==> src/hw/rtl/icds_div.sv <==
`timescale 1ns / 1ps
module icds_div #(
  parameter int DVW = 24,
  parameter int SBW = 56
) (
  input  logic           clk,
  input  logic           rst_n,
  input  logic           en,
  input  logic           in_valid,
  input  logic [31:0]    in_num,
  input  logic [DVW-1:0] in_den,
  input  logic [SBW-1:0] in_sb,
  output logic           out_valid,
  output logic [31:0]    out_quo,
  output logic [SBW-1:0] out_sb
);

  localparam int NW = 32;
  localparam int STEPS = 2;
  localparam int NST = NW / STEPS;

  logic [NST-1:0] v_r;
  logic [DVW-1:0] rem_r [NST];
  logic [NW-1:0]  num_r [NST];
  logic [DVW-1:0] den_r [NST];
  logic [SBW-1:0] sb_r  [NST];

  genvar s;
  generate
    for (s = 0; s < NST; s++) begin : g_st
      logic           vi;
      logic [DVW-1:0] remi;
      logic [NW-1:0]  numi;
      logic [DVW-1:0] deni;
      logic [SBW-1:0] sbi;
      logic [DVW-1:0] rem_nxt;
      logic [NW-1:0]  num_nxt;

      // Stage input comes from the ports or the previous stage.
      if (s == 0) begin : g_first
        assign vi   = in_valid;
        assign remi = '0;
        assign numi = in_num;
        assign deni = in_den;
        assign sbi  = in_sb;
      end else begin : g_next
        assign vi   = v_r[s-1];
        assign remi = rem_r[s-1];
        assign numi = num_r[s-1];
        assign deni = den_r[s-1];
        assign sbi  = sb_r[s-1];
      end

      // Restoring division, a few quotient bits per stage.
      always_comb begin
        logic [DVW:0] t;
        logic         qb;
        rem_nxt = remi;
        num_nxt = numi;
        for (int k = 0; k < STEPS; k++) begin
          t = {rem_nxt, num_nxt[NW-1]};
          if (t >= {1'b0, deni}) begin
            rem_nxt = DVW'(t - {1'b0, deni});
            qb = 1'b1;
          end else begin
            rem_nxt = t[DVW-1:0];
            qb = 1'b0;
          end
          num_nxt = {num_nxt[NW-2:0], qb};
        end
      end

      // Valid bit of the stage.
      always_ff @(posedge clk) begin
        if (!rst_n) begin
          v_r[s] <= 1'b0;
        end else if (en) begin
          v_r[s] <= vi;
        end
      end

      // Payload of the stage.
      always_ff @(posedge clk) begin
        if (en) begin
          rem_r[s] <= rem_nxt;
          num_r[s] <= num_nxt;
          den_r[s] <= deni;
          sb_r[s]  <= sbi;
        end
      end
    end
  endgenerate

  assign out_valid = v_r[NST-1];
  assign out_quo   = num_r[NST-1];
  assign out_sb    = sb_r[NST-1];

endmodule

==> config.mk <==
export PLATFORM = sky130hd
export DESIGN_NAME = icds_div
export DESIGN_NICKNAME = d
export VERILOG_FILES = /design/src/hw/rtl/icds_div.sv
export SDC_FILE = /design/constraint.sdc
export NUM_CORES = 2
export LEC_CHECK = 0
export BUFFER_PORTS_ARGS = -buffer_cell sky130_fd_sc_hd__buf_2
export CAP_MARGIN = 20
export CORE_MARGIN = 2
export CORE_UTILIZATION = 45
export DETAILED_ROUTE_END_ITERATION = 7
export HOLD_SLACK_MARGIN = 0.06
export PLACE_DENSITY_LB_ADDON = 0.25
export SYNTH_ARGS = -nofsm -noshare
export SYNTH_HDL_FRONTEND = slang
export SYNTH_SLANG_ARGS = --single-unit
==> constraint.sdc <==
create_clock -name clk -period 5.5 [get_ports clk]
set_input_delay 0.275 -clock clk [delete_from_list [all_inputs] [get_ports clk]]
set_output_delay 0.275 -clock clk [all_outputs]
set_load 0.05 [all_outputs]
======== Word-level counts from Yosys, hierarchy flattened ========
Memory sizes are Yosys's and may differ from the RTL's.
Cells that the tools add are included.
storage, ports and cells
  memories ................................ 4
  bits of input ports ..................... 116
  memory bits (read-only) ................. 0
  bits in latches ......................... 0
  register bits ........................... 16
  memory bits (writable) .................. 2176
operators by class
  add/sub/neg operators ................... 32
  mux-type cells .......................... 66
  divide/modulo/power cells ............... 0
  reductions and logical operators ........ 0
  equal/unequal tests ..................... 0
  shift-type cells ........................ 0
  magnitude comparators ................... 32
  multiply operators ...................... 0
  bitwise gates (word level) .............. 0
memories
  memory  words  bits a word  rd ports  clocked after memory_dff  write ports  RTL line  RTL
  sb_r    16     56           16        0                         16           26        logic [SBW-1:0] sb_r [NST];
  num_r   16     32           16        0                         16           24        logic [NW-1:0] num_r [NST];
  den_r   16     24           15        0                         16           25        logic [DVW-1:0] den_r [NST];
  rem_r   16     24           15        0                         16           23        logic [DVW-1:0] rem_r [NST];
operators with widths
  kind                                                            count
  25-bit by 24-bit greater-or-equal comparator with 1-bit output  31
  24-bit 2-to-1 mux                                               32
  24-bit subtractor                                               31
  1-bit 2-to-1 mux                                                34
  1-bit by 24-bit greater-or-equal comparator with 1-bit output   1
  1-bit by 24-bit subtractor with 24-bit output                   1

======== Logic depth before layout (Yosys ltp) ========
An unclocked memory read counts as a cell.
  word-level depth ........................ 5
  mapped depth ............................ 27
  gate-level depth less buffers ........... 24

======== Worst setup path before layout ========
Ideal clock, no wire load.
  path type ............................... register -> register
  start ................................... mem den_r[2][1] (netlist: den_r[0][49])
  end ..................................... mem rem_r[3][4] (netlist: rem_r[0][76]) (data pin)
  setup slack ............................. -575 ps
  clock period less this slack ............ 6075 ps
  library setup time ...................... 260 ps
  arrival time ............................ 5815 ps
  cell stages (with the launch flop) ...... 27
  path buffers ............................ 3
  path through ............................ edfxtp_1 > inv_1 > ha_1 > nor2b_1 > o2111ai_1 > a41oi_1 > a21oi_1 > o211ai_1 > a221o_1 > a211oi_2 > buf_2 > buf_2 > nand2_1 > o21ai_0 > ha_1 > nor2b_1 > o31a_1 > or4_1 > a31o_2 > a41oi_2 > a21oi_2 > o21ai_2 > a21oi_1 > nor4_4 > inv_2 > buf_6 > mux2_4
RTL lines
  what         RTL line
  from (decl)  25
  to (decl)    23

==> run_results.csv <==
group,metric,value,unit
clock_network,cts_made_buffers,221,
place,place_ws,-0.6862,ns
clock_network,clk_latency,0.91,ns
routing,firstDrtPassIters,5,
clock_network,cts.clk_slew.worst_paths,0.06,ns
place,dp_hpwl,198600,µm
run,cap_viol_max_count,0,
sta,finClkSkew,0.1106,ns
critical_path,worst_setup_ep_type,"register",
synthesis,fraction_of_registers_with_async_set_or_reset_after_synthesis,0,%
clock_network,clkSinkCount,2144,
synthesis,number_of_synthesized_register_bits,2144,
floorplan,pin_count,205,
status,status,"complete, but fails checks",
synthesis,dominantRegCellSynth,"sky130_fd_sc_hd__edfxtp_1",
sta,max_clock_freq,172.9,MHz
critical_path,critical_path.slowest_cell,"sky130_fd_sc_hd__edfxtp_1",
synthesis,syn-mean-instance-area,12.90,µm²
synthesis,synth_area,108200,µm²
grt,global_route.usage.total,21.40,%
layout,most_common_cell_after_layout_fill_and_taps_aside,"sky130_fd_sc_hd__edfxtp_1",
sta,tightest_slew,1.008,ns
sta,final_hold_vio_count,0,
layout,syn_to_final_growth,31.79,%
floorplan,fp.coreArea,239900,µm²
sta,period_needed,5.785,ns
floorplan,initial_utilization,45.13,%
routing,postRouteAntennaNets,0,
layout,area_used_by_multi_input_combinational_logic,45270,µm²
routing,vias,74816,
routing,detail_route.wirelength,270900,µm
floorplan,die_area,244500,µm²
critical_path,cp_slowest_stage_delay,0.56,ns
sta,timing.final.max_slew_violations,0,
grt,grt_antenna_before_repair,8,
place,numPortBuffers,204,
critical_path,setup.worst_path.start_class,"register",
routing,vias_per_cell,5.220,
routing,drt-initial-drc-count,4744,
synthesis,number_of_synthesized_flops_with_an_enable_pin,2128,
critical_path,cp_data_required_time,6.09,ns
synthesis,yosysSeqAreaShare,59.34,%
layout,num-nets-final,11853,
layout,drive_gt1_share,32.44,%
critical_path,timing.critical_path.fanout_max,7,
layout,fillerInstances,19020,
sta,finalWorstSetupSlack,-0.2851,ns
sta,setup_viol,71,
sta,final_min_period_over_clock_period,105.2,%
critical_path,critPathArrivalTime,6.38,ns
critical_path,critical_path.cell_chain,"ha_4, o21a_1, o31a_1, o41a_1, a31o_4, a211o_1, a21oi_4, nor2_4, mux2_4, ha_4, buf_6, nand2_2, nand2_1, o31ai_1, o21ai_1, o41ai_2, a31oi_1, a31oi_1, nand2b_4, and3_4, buf_8, mux2_4",
status,violations,"negative setup slack",
grt,first_pass_grt_wire_length,411500,µm
sta,max-slew-margin-rel,32.82,%
sta,rsz_0062_raised_after_global_routing,"true",
grt,grt.overflow.total,0,
critical_path,path_buf_inv,2,
clock_network,deepest_level_of_the_cts_h_tree,4,
clock_network,ctsLongestPathBuffers,3,
grt,via_count_of_the_first_global_routing_pass,74967,
critical_path,criticalPathCategory,"register to register",
synthesis,synthCells,8390,
floorplan,die_w,494.4,µm
place,place.gp.congestion,0.9173,
critical_path,path_delay_family,"compound AO/OA/AOI/OAI gates",
clock_network,tritoncts,"built",
routing,post-route-drc-count,0,
clock_network,clockRootBuffer,"sky130_fd_sc_hd__clkbuf_16",
synthesis,synthesis.nets,9282,
grt,maximum_number_of_pins_on_one_net_before_global_route_repair,189,
routing,wl_per_cell,18.90,µm
synthesis,netlist-cell-type-count,98,
sta,tns_setup,-11.97,ns
floorplan,core.rowCount,180,
hold_path,holdCritPathClass,"primary input to register",
layout,final-seq-area,64220,µm²
synthesis,synth_warnings,0,
floorplan,die-height,494.4,µm
layout,final_cell_mix,"2128 x sky130_fd_sc_hd__edfxtp_1, 1963 x sky130_fd_sc_hd__buf_4, 646 x sky130_fd_sc_hd__ha_1",
-- final timing paths --
| kind | from | to | slack, ns | depth (start not counted) |
|---|---|---|---|---|
| hold reg to reg | num_r[1][72]$_DFFE_PP_ | num_r[1][106]$_DFFE_PP_ | 0.37 | 0 |
| setup reg to reg | rem_r[0][145]$_DFFE_PP_ | rem_r[0][180]$_DFFE_PP_ | -0.29 | 22 |
| setup / recovery | rem_r[0][145]$_DFFE_PP_ | rem_r[0][180]$_DFFE_PP_ | -0.29 | 22 |
| hold / removal | in_sb[47] | sb_r[0][47]$_DFFE_PP_ | 0.13 | 2 |
-- synthesized netlist by cell type (68+ instances only) --
library cell               number  area share, %
sky130_fd_sc_hd__o21bai_1      81           0.56
sky130_fd_sc_hd__a21o_1       271            1.9
sky130_fd_sc_hd__xnor2_1      399            3.2
sky130_fd_sc_hd__o21a_1       102           0.71
sky130_fd_sc_hd__nand3_1      123           0.57
sky130_fd_sc_hd__ha_1         746            8.6
sky130_fd_sc_hd__a211oi_1      68           0.47
sky130_fd_sc_hd__inv_1        620            2.2
sky130_fd_sc_hd__nor2_1       459            1.6
sky130_fd_sc_hd__xor2_1       170            1.4
sky130_fd_sc_hd__a21oi_1      616            2.8
sky130_fd_sc_hd__nand4_1       96           0.55
sky130_fd_sc_hd__nor2b_1       92           0.53
sky130_fd_sc_hd__o21ai_0      430            2.0
sky130_fd_sc_hd__edfxtp_1    2128             59
sky130_fd_sc_hd__mux2_2       378            3.9
sky130_fd_sc_hd__nor3_1       122           0.56
sky130_fd_sc_hd__nand2_1      484            1.7
-- sequential cells by signal, indices dropped and copies added (netlist names) --
name       flops
sb_r         896
num_r        512
den_r        360
rem_r        360
g_st.vi       15
out_valid      1
-- per-stage QoR --
stage          hold slack (ns)  util, %  instances  instance area (µm²)
4_1_cts                0.06230    58.05      14209               139200
6_report                0.1288    59.47      14333               142600
5_1_grt                0.08092    59.47      14333               142600
3_5_place_dp            0.4045    52.94      13489               127000
3_3_place_gp            0.4001    52.94      13489               127000
2_1_floorplan           0.3739        -       8390               108500
-- repair_timing --
item	CTS	global route
cloned	16	15
endpoints found under the setup margin	333	342
buffers inserted	121	122
pin swaps	135	238
gates resized for setup	412	535
hold buffers	176	1
hold endpoints to repair	193	1
-- cells by family after synthesis --
| family | share of synthesized area [%] |
|---|---|
| xor+xnor | 4.604 |
| simple gates | 7.405 |
| mux | 5.052 |
| compound gates | 11.76 |
| flops | 59.34 |
| fa+ha+maj | 9.179 |
| buf+inv | 2.662 |
-- area by class of cell --
| type | count | area share (%) |
|---|---|---|
| antenna | 2 | 0.003509 |
| clock buffer | 255 | 3.967 |
| clock inverter | 153 | 1.232 |
| inverter | 627 | 1.661 |
| multi-input combinational | 5510 | 31.74 |
| sequential | 2144 | 45.02 |
| tap | 3185 | 2.794 |
| timing repair buffer | 2457 | 13.58 |
-- layer usage --
layer	vias to the layer above	share of wire (%)	routed length (µm)	global-route usage (%)
met1	36027	44	120400	28.46
met5	-	0.010	27	0
met2	1506	48	130300	35.88
met4	4	3.9	10650	8.113
li1	36768	-	-	-
met3	511	3.5	9562	2.544
Power is not shown: default switching activity piles up to over one toggle a cycle in this logic, so the estimate is an artifact.
