File: src/hw/rtl/icds_pkg.sv
`timescale 1ns / 1ps
package icds_pkg;

  // Number of divisor bases, shift steps and candidate divisors.
  localparam int NUM_A = 8;
  localparam int NUM_G = 8;
  localparam int NUM_CAND = NUM_A * NUM_G;

  // Reset value of the source clock register.
  localparam logic [31:0] CLK_RESET = 32'd199999998;

  // Divider code reported when no candidate fits.
  localparam logic [5:0] NOFIT_CODE = 6'h31;

  // Largest target divider.
  localparam logic [15:0] DIV_LIMIT = 16'hFFFF;

  // The filter is 5*(clk/1000)/100000, which equals clk/20000000.
  // It is computed with an exact reciprocal multiply.
  localparam int FILT_SHIFT = 57;
  localparam logic [63:0] FILT_DIV = 64'd20000000;
  localparam logic [63:0] FILT_MULT_W = ((64'd1 << FILT_SHIFT) + FILT_DIV - 64'd1) / FILT_DIV;
  localparam logic [32:0] FILT_MULT = FILT_MULT_W[32:0];

  // One candidate divisor with its code.
  typedef struct packed {
    logic        found;
    logic [15:0] cand;
    logic [5:0]  code;
  } cand_t;

  // Base term of a candidate divisor.
  function automatic logic [4:0] a_val(input logic [2:0] idx);
    logic [4:0] v;
    case (idx)
      3'd0: v = 5'd10;
      3'd1: v = 5'd12;
      3'd2: v = 5'd14;
      3'd3: v = 5'd16;
      3'd4: v = 5'd18;
      3'd5: v = 5'd20;
      3'd6: v = 5'd24;
      3'd7: v = 5'd30;
      default: v = 5'd10;
    endcase
    return v;
  endfunction

  // Divider code: g in bits 4..2, the offset base index in bits 5, 1 and 0.
  function automatic logic [5:0] div_code(input logic [2:0] idx, input logic [2:0] g);
    logic [3:0] k;
    k = {1'b0, idx} + 4'd4;
    return {k[2], g, k[1:0]};
  endfunction

  // Keep the left entry unless the right one fits and is strictly smaller.
  function automatic cand_t pick(input cand_t l, input cand_t r);
    cand_t v;
    if (r.found && (!l.found || (r.cand < l.cand))) begin
      v = r;
    end else begin
      v = l;
    end
    return v;
  endfunction

endpackage

File: src/hw/rtl/icds_cand.sv
`timescale 1ns / 1ps
module icds_cand (
  input  logic            clk,
  input  logic            rst_n,
  input  logic            en,
  input  logic            in_valid,
  input  logic [31:0]     in_clk_hz,
  input  logic [23:0]     in_speed,
  input  logic [15:0]     in_target,
  output logic            out_valid,
  output logic [31:0]     out_clk_hz,
  output logic [23:0]     out_speed,
  output logic [7:0]      out_filt,
  output icds_pkg::cand_t out_best
);

  import icds_pkg::*;

  // Stage 1: reciprocal multiply for the filter.
  logic        c1_v_r;
  logic [64:0] c1_prod_r;
  logic [31:0] c1_clk_r;
  logic [23:0] c1_speed_r;
  logic [15:0] c1_target_r;

  // Stage 2: all candidates and their fit flags.
  logic        c2_v_r;
  cand_t       c2_ent_r [NUM_CAND];
  logic [31:0] c2_clk_r;
  logic [23:0] c2_speed_r;
  logic [7:0]  c2_filt_r;

  // Stages 3 to 5: four-way minimum tree.
  logic        c3_v_r;
  cand_t       c3_ent_r [16];
  logic [31:0] c3_clk_r;
  logic [23:0] c3_speed_r;
  logic [7:0]  c3_filt_r;

  logic        c4_v_r;
  cand_t       c4_ent_r [4];
  logic [31:0] c4_clk_r;
  logic [23:0] c4_speed_r;
  logic [7:0]  c4_filt_r;

  logic        c5_v_r;
  cand_t       c5_ent_r;
  logic [31:0] c5_clk_r;
  logic [23:0] c5_speed_r;
  logic [7:0]  c5_filt_r;

  logic [7:0]  filt_nxt;
  cand_t       c2_ent_nxt [NUM_CAND];
  cand_t       c3_ent_nxt [16];
  cand_t       c4_ent_nxt [4];
  cand_t       c5_ent_nxt;

  // Filter value, at least one.
  always_comb begin
    filt_nxt = c1_prod_r[FILT_SHIFT +: 8];
    if (filt_nxt == 8'd0) begin
      filt_nxt = 8'd1;
    end
  end

  // Candidate divisors b*(a + 2*floor(3*filter/b)) with b = 16 << g.
  always_comb begin
    logic [9:0]  f3;
    logic [9:0]  sh;
    logic [17:0] x;
    logic [17:0] cv;
    f3 = 10'(filt_nxt) * 10'd3;
    for (int i = 0; i < NUM_A; i++) begin
      for (int g = 0; g < NUM_G; g++) begin
        sh = f3 >> (4 + g);
        x  = 18'(a_val(3'(i))) + {7'd0, sh, 1'b0};
        cv = x << (4 + g);
        c2_ent_nxt[i*NUM_G+g].cand  = cv[15:0];
        c2_ent_nxt[i*NUM_G+g].found = (cv[15:0] > c1_target_r);
        c2_ent_nxt[i*NUM_G+g].code  = div_code(3'(i), 3'(g));
      end
    end
  end

  // Minimum tree, lower index wins ties.
  always_comb begin
    for (int j = 0; j < 16; j++) begin
      c3_ent_nxt[j] = c2_ent_r[4*j];
      for (int m = 1; m < 4; m++) begin
        c3_ent_nxt[j] = pick(c3_ent_nxt[j], c2_ent_r[4*j+m]);
      end
    end
    for (int j = 0; j < 4; j++) begin
      c4_ent_nxt[j] = c3_ent_r[4*j];
      for (int m = 1; m < 4; m++) begin
        c4_ent_nxt[j] = pick(c4_ent_nxt[j], c3_ent_r[4*j+m]);
      end
    end
    c5_ent_nxt = c4_ent_r[0];
    for (int m = 1; m < 4; m++) begin
      c5_ent_nxt = pick(c5_ent_nxt, c4_ent_r[m]);
    end
  end

  // Valid bits.
  always_ff @(posedge clk) begin
    if (!rst_n) begin
      c1_v_r <= 1'b0;
      c2_v_r <= 1'b0;
      c3_v_r <= 1'b0;
      c4_v_r <= 1'b0;
      c5_v_r <= 1'b0;
    end else if (en) begin
      c1_v_r <= in_valid;
      c2_v_r <= c1_v_r;
      c3_v_r <= c2_v_r;
      c4_v_r <= c3_v_r;
      c5_v_r <= c4_v_r;
    end
  end

  // Stage payloads.
  always_ff @(posedge clk) begin
    if (en) begin
      c1_prod_r   <= {33'd0, in_clk_hz} * {32'd0, FILT_MULT};
      c1_clk_r    <= in_clk_hz;
      c1_speed_r  <= in_speed;
      c1_target_r <= in_target;
      c2_ent_r    <= c2_ent_nxt;
      c2_clk_r    <= c1_clk_r;
      c2_speed_r  <= c1_speed_r;
      c2_filt_r   <= filt_nxt;
      c3_ent_r    <= c3_ent_nxt;
      c3_clk_r    <= c2_clk_r;
      c3_speed_r  <= c2_speed_r;
      c3_filt_r   <= c2_filt_r;
      c4_ent_r    <= c4_ent_nxt;
      c4_clk_r    <= c3_clk_r;
      c4_speed_r  <= c3_speed_r;
      c4_filt_r   <= c3_filt_r;
      c5_ent_r    <= c5_ent_nxt;
      c5_clk_r    <= c4_clk_r;
      c5_speed_r  <= c4_speed_r;
      c5_filt_r   <= c4_filt_r;
    end
  end

  assign out_valid  = c5_v_r;
  assign out_clk_hz = c5_clk_r;
  assign out_speed  = c5_speed_r;
  assign out_filt   = c5_filt_r;
  assign out_best   = c5_ent_r;

endmodule

File: config.mk
export PLATFORM = sky130hd
export DESIGN_NAME = icds_cand
export DESIGN_NICKNAME = d
export VERILOG_FILES = /design/src/hw/rtl/icds_pkg.sv /design/src/hw/rtl/icds_cand.sv
export SDC_FILE = /design/constraint.sdc
export NUM_CORES = 2
export LEC_CHECK = 0
export BUFFER_PORTS_ARGS = -buffer_cell sky130_fd_sc_hd__buf_2
export CORE_UTILIZATION = 55
export CTS_BUF_LIST = sky130_fd_sc_hd__clkbuf_2
export DETAILED_ROUTE_END_ITERATION = 8
export HOLD_SLACK_MARGIN = 0.06
export PLACE_DENSITY = 0.75
export SETUP_SLACK_MARGIN = 0.15
export SKIP_LAST_GASP = 1
export SYNTH_ARGS = -nofsm -noshare
export SYNTH_HDL_FRONTEND = slang
export SYNTH_SLANG_ARGS = --single-unit
File: constraint.sdc
create_clock -name clk -period 7.35 [get_ports clk]
set_input_delay 1.47 -clock clk [delete_from_list [all_inputs] [get_ports clk]]
set_output_delay 1.47 -clock clk [all_outputs]
set_load 0.005 [all_outputs]
Word-level counts from Yosys, hierarchy flattened
Cells that the tools add are included.

Flip-flop bits (word level): 1397. Bits of input ports: 76. Output and inout bits: 88. Word-level logic and storage cells: 663.

Add/subtract/negate cells: 48. Multiply operators: 2. $lt $le $gt $ge: 125. Mux-type cells: 64. Reduce and logical (&&, ||, !) cells: 206.

Operators by type and width (count): 2-to-1 mux 23 bit (63); less-than comparator 16 bit (47); > comparator 12 x 16 -> 1 bit (27); > comparator 13 x 16 -> 1 bit (8); > comparator 14 x 16 -> 1 bit (8); less-than comparator 15 x 16 -> 1 bit (first input constant) (8); > comparator 15 x 16 -> 1 bit (first input constant) (6); > comparator 15 x 16 -> 1 bit (5); > comparator 16 bit (first input constant) (5); less-than comparator 16 bit (first input constant) (5); logical AND 1 bit (63); zero test 1 bit (63); logical OR 1 bit (63); multiplier 32 x 31 -> 63 bit (second input constant) (1); > comparator 14 x 16 -> 1 bit (first input constant) (3); less-than comparator 14 x 16 -> 1 bit (first input constant) (3); adder 5 x 7 -> 8 bit (first input constant) (5); adder 5 x 6 -> 7 bit (first input constant) (5); OR reduction 2 bit (16); adder 5 x 2 -> 6 bit (first input constant) (5); adder 5 x 3 -> 6 bit (first input constant) (5); adder 5 x 4 -> 6 bit (first input constant) (5); adder 5 x 5 -> 6 bit (first input constant) (5); adder 4 x 7 -> 8 bit (first input constant) (3); other kinds (8) (18).

Depth between registers and ports, before layout
Depth in word-level cells: 12. Mapped depth: 32. Depth with buffers taken out: 27.

Worst setup path after synthesis
No wires, ideal clock.

Path type: input port to flip-flop. From: input port in_clk_hz[8]. To: register c1_prod_r[64], data pin. Data arrival time: 7.379 ns. Required time: 7.084 ns. Path slack: -0.295 ns. Cell stages on the path: 24. Buffers on the path: 0. Cells stage by stage: fa_1 -> inv_1 -> fa_1 -> inv_1 -> fa_1 -> inv_1 -> fa_1 -> inv_1 -> fa_1 -> fa_1 -> fa_1 -> inv_1 -> fa_1 -> inv_1 -> ha_1 -> nand4_1 -> nor2_1 -> a21oi_1 -> o21ai_0 -> or2_1 -> a41oi_1 -> o21ai_1 -> o41ai_1 -> xnor2_1.

Longest elaborated chain between the ends: 1.

RTL lines: start, declared (line icds_cand.sv:7) `input logic [31:0] in_clk_hz,`; multiplier 32 x 31 -> 63 bit (line icds_cand.sv:125) `c1_prod_r <= {33'd0, in_clk_hz} * {32'd0, FILT_MULT};`; end signal, assigned (line icds_cand.sv:125); end, declared (line icds_cand.sv:21) `logic [64:0] c1_prod_r;`.

No other way between the ends. A chain may end at the register's enable or synchronous reset.

Final worst setup path
From: input port in_clk_hz[10]. To: register c1_prod_r[64], data pin.

Same word-level chain as after synthesis.

==> run metrics <==
initial drt markers between 3000 and 4000; Post-Place Worst Slack -0.832 ns; crit path DAT 7.92 ns; Peak Freq between 0.1 and 0.15 GHz; most used cell, CP fa_1; Overflow after GRT 0; Rel. slew slack 0.229; Max stage delay on crit path 0.56 ns; share of the synthesized area in the top cell type 0.400; share of layout cells above drive strength 1 0.165; Yosys top cell by area edfxtp_1; Worst Skew 0.125 ns; Clock Latency Late Sink ~1.5 ns; vias in the first global route about 39000; Die Ht 317 µm; P&R area growth vs syn 13.4%; actual slew at the worst max-slew pin approximately 1.2 ns; post-synth cell types 93; Setup Viol. Count Final 0; crit path launch type input port; synth warn 0; Post-synth EDFFs 728; critical-path cell list buf_2 > ha_1 > ha_1 > inv_1 > fa_1 > inv_1 > fa_1 > fa_1 > inv_1 > fa_1 > fa_1 > inv_1 > fa_1 > ha_1 > a211oi_1 > o221ai_1 > a211oi_1 > a21oi_1 > or2_1 > a41oi_2 > o21ai_2 > o41ai_2 > xnor2_1; synth top area cells edfxtp_1 (40%), fa_1 (19%), ha_1 (15%); Starting Density 0.555; Critical Path RT between 8 and 9 ns; DP HPWL around 120 mm; antenna violations before repair 5; worst setup path category in -> reg; routability cong. 1.00; final WL roughly 140 mm; clock tree buffer depth 3; Total GRT Usage 0.292; Avg Cell Area, Syn between 10 and 15 µm²; Routed Antenna Nets 0; most used flip-flop cell after synthesis edfxtp_1; async set-reset flop share out of synthesis 0; vias 37100; CORE AREA between 90000 and 100000 µm²; unrepaired setup endpoints after global routing false; status complete, no violations; CTS resizes 0; CP Max Fanout 6; flop2flop setup slack approximately 0.70 ns; CTS buffer count about 190; first-pass GRT wire length ~220 mm; CTS tree yes; final hold violation count 0; Final min period 6.69 ns; IO Port Bufs about 160; Slew Viols, Final 0; utilization after layout 0.629; Routed WL per cell approximately 21 µm; clock root buffer clkbuf_2; final worst slack 0.657 ns; most frequent cell after synthesis inv_1; Rows 115; synthesized area ~55000 µm²; max cap viols 0; largest net degree at the start of global routing around 180; die width roughly 320 µm; layout net count 6470; Worst-path clk slew approximately 0.1 ns; TritonRoute pass-1 iters 7; I/O pins 164; Via density between 5 and 6; H-tree level count 4; clock sink total between 700 and 800; post-synthesis sequential area ratio 0.402; DRC 0; #FFs+latches synth between 700 and 800; CP endpoint kind register; Hold WC Path Type in -> reg; Final Cycle Share 0.911; Slowest-stage cell, CP fa_1; most frequent cells after synthesis inv_1 (892), edfxtp_1 (728), ha_1 (656), fa_1 (512), nand2_1 (243); Post-Syn Instances ~4600; DIE AREA 101000 µm²
[layer usage]
layer  vias to the layer above  global-route usage  wire, µm
met1                     18100               0.385     58500
met5                         -                   0        13
met3                       344              0.0542     10500
met2                      1498               0.471     67800
li1                      17200                   -         -
met4                         2               0.131      6140
[repair_timing]
action / 4_1_cts / 5_1_grt
buffers inserted: 0 / 2
endpoints found under the setup margin: 0 / 12
endpoints found under the hold margin: 32 / 0
hold buffers: 32 / 0
[logic make-up (layout without fill, tap and decap cells)]
family / Yosys count / count (layout) / synth area share
adder cells (fa/ha/maj): 1168 / 1168 / 0.338
AO/OA/AOI/OAI: 683 / 683 / 0.0830
buffers and inverters: 964 / 1777 / 0.0673
multiplexers: 155 / 155 / 0.0288
AND/OR/NAND/NOR: 804 / 804 / 0.0725
flip-flops: 733 / 733 / 0.402
XOR/XNOR: 49 / 49 / 0.00786
other: 1 / 9 / 0.0000687
[final cells by class]
class                      count  area (µm²)
inverter                     897        3370
antenna                        4        10.0
multi-input combinational   2864       29200
clock inverter                89         598
sequential                   733       22000
timing repair buffer         545        3940
fill                        7692       36500
tap                         1287        1610
clock buffer                 246        1230
[placed cells by master, fill, tap and decap left out, drive strengths merged, types with 10 or more instances in the layout]
cell,n
mux2i,137
mux2,18
a211oi,30
o211ai,22
nor4,15
nand3,45
nand2b,45
ha,656
a31oi,28
xor2,19
and4,11
dlygate4sd3,32
o21a,32
fa,512
nand4,37
a21o,98
nor2,174
buf,513
xnor2,30
nor3,66
inv,900
clkbuf,246
a311oi,11
and3,19
clkinv,75
nand2,243
edfxtp,728
o21ai,138
nor2b,54
a21oi,208
or2,27
o21bai,16
nor3b,10
nand3b,13
and2,18
[worst max-delay path, delay by kind of cell]
kind	cells	cell delay, ns
fa+ha+maj	9	4.01
xor+xnor	1	0.11
compound gates	7	1.59
simple gates	1	0.35
buf+inv	5	0.39
[sequential cells by signal (all words and copies together), names as in the netlist, 16 cells and up]
name         cells
c1_speed_r      24
c3_speed_r      24
c1_clk_r        32
c2_clk_r        32
out_speed       24
c2_ent_r       152
c1_target_r     16
out_best        18
out_clk_hz      32
c4_speed_r      24
c2_speed_r      24
c3_clk_r        32
c4_ent_r        63
c3_ent_r       159
c4_clk_r        32
[worst paths after layout]
check                              startpoint             end  cells after the start
worst min register to register   c1_clk_r[21]    c2_clk_r[21]                      0
worst min-delay path             in_speed[13]  c1_speed_r[13]                      1
worst max-delay path            in_clk_hz[10]   c1_prod_r[64]                     23
worst max register to register  c3_ent_r[173]    c4_ent_r[26]                     26
[metrics by stage]
stage	cell area, µm²	instances	hold slack, ns	TNS (ns)
after detailed placement	59700	6292	0.405	-5.35
final	61900	6665	0.246	0
after floorplan	54800	4561	0.400	0
after global routing	61900	6664	0.0818	0
after CTS	61900	6659	0.0605	0
after global placement	59700	6292	0.400	-4.39
Power is left out: the tool's default activity adds up to more than one toggle a clock period on the data nets, which glitch-free logic cannot reach.
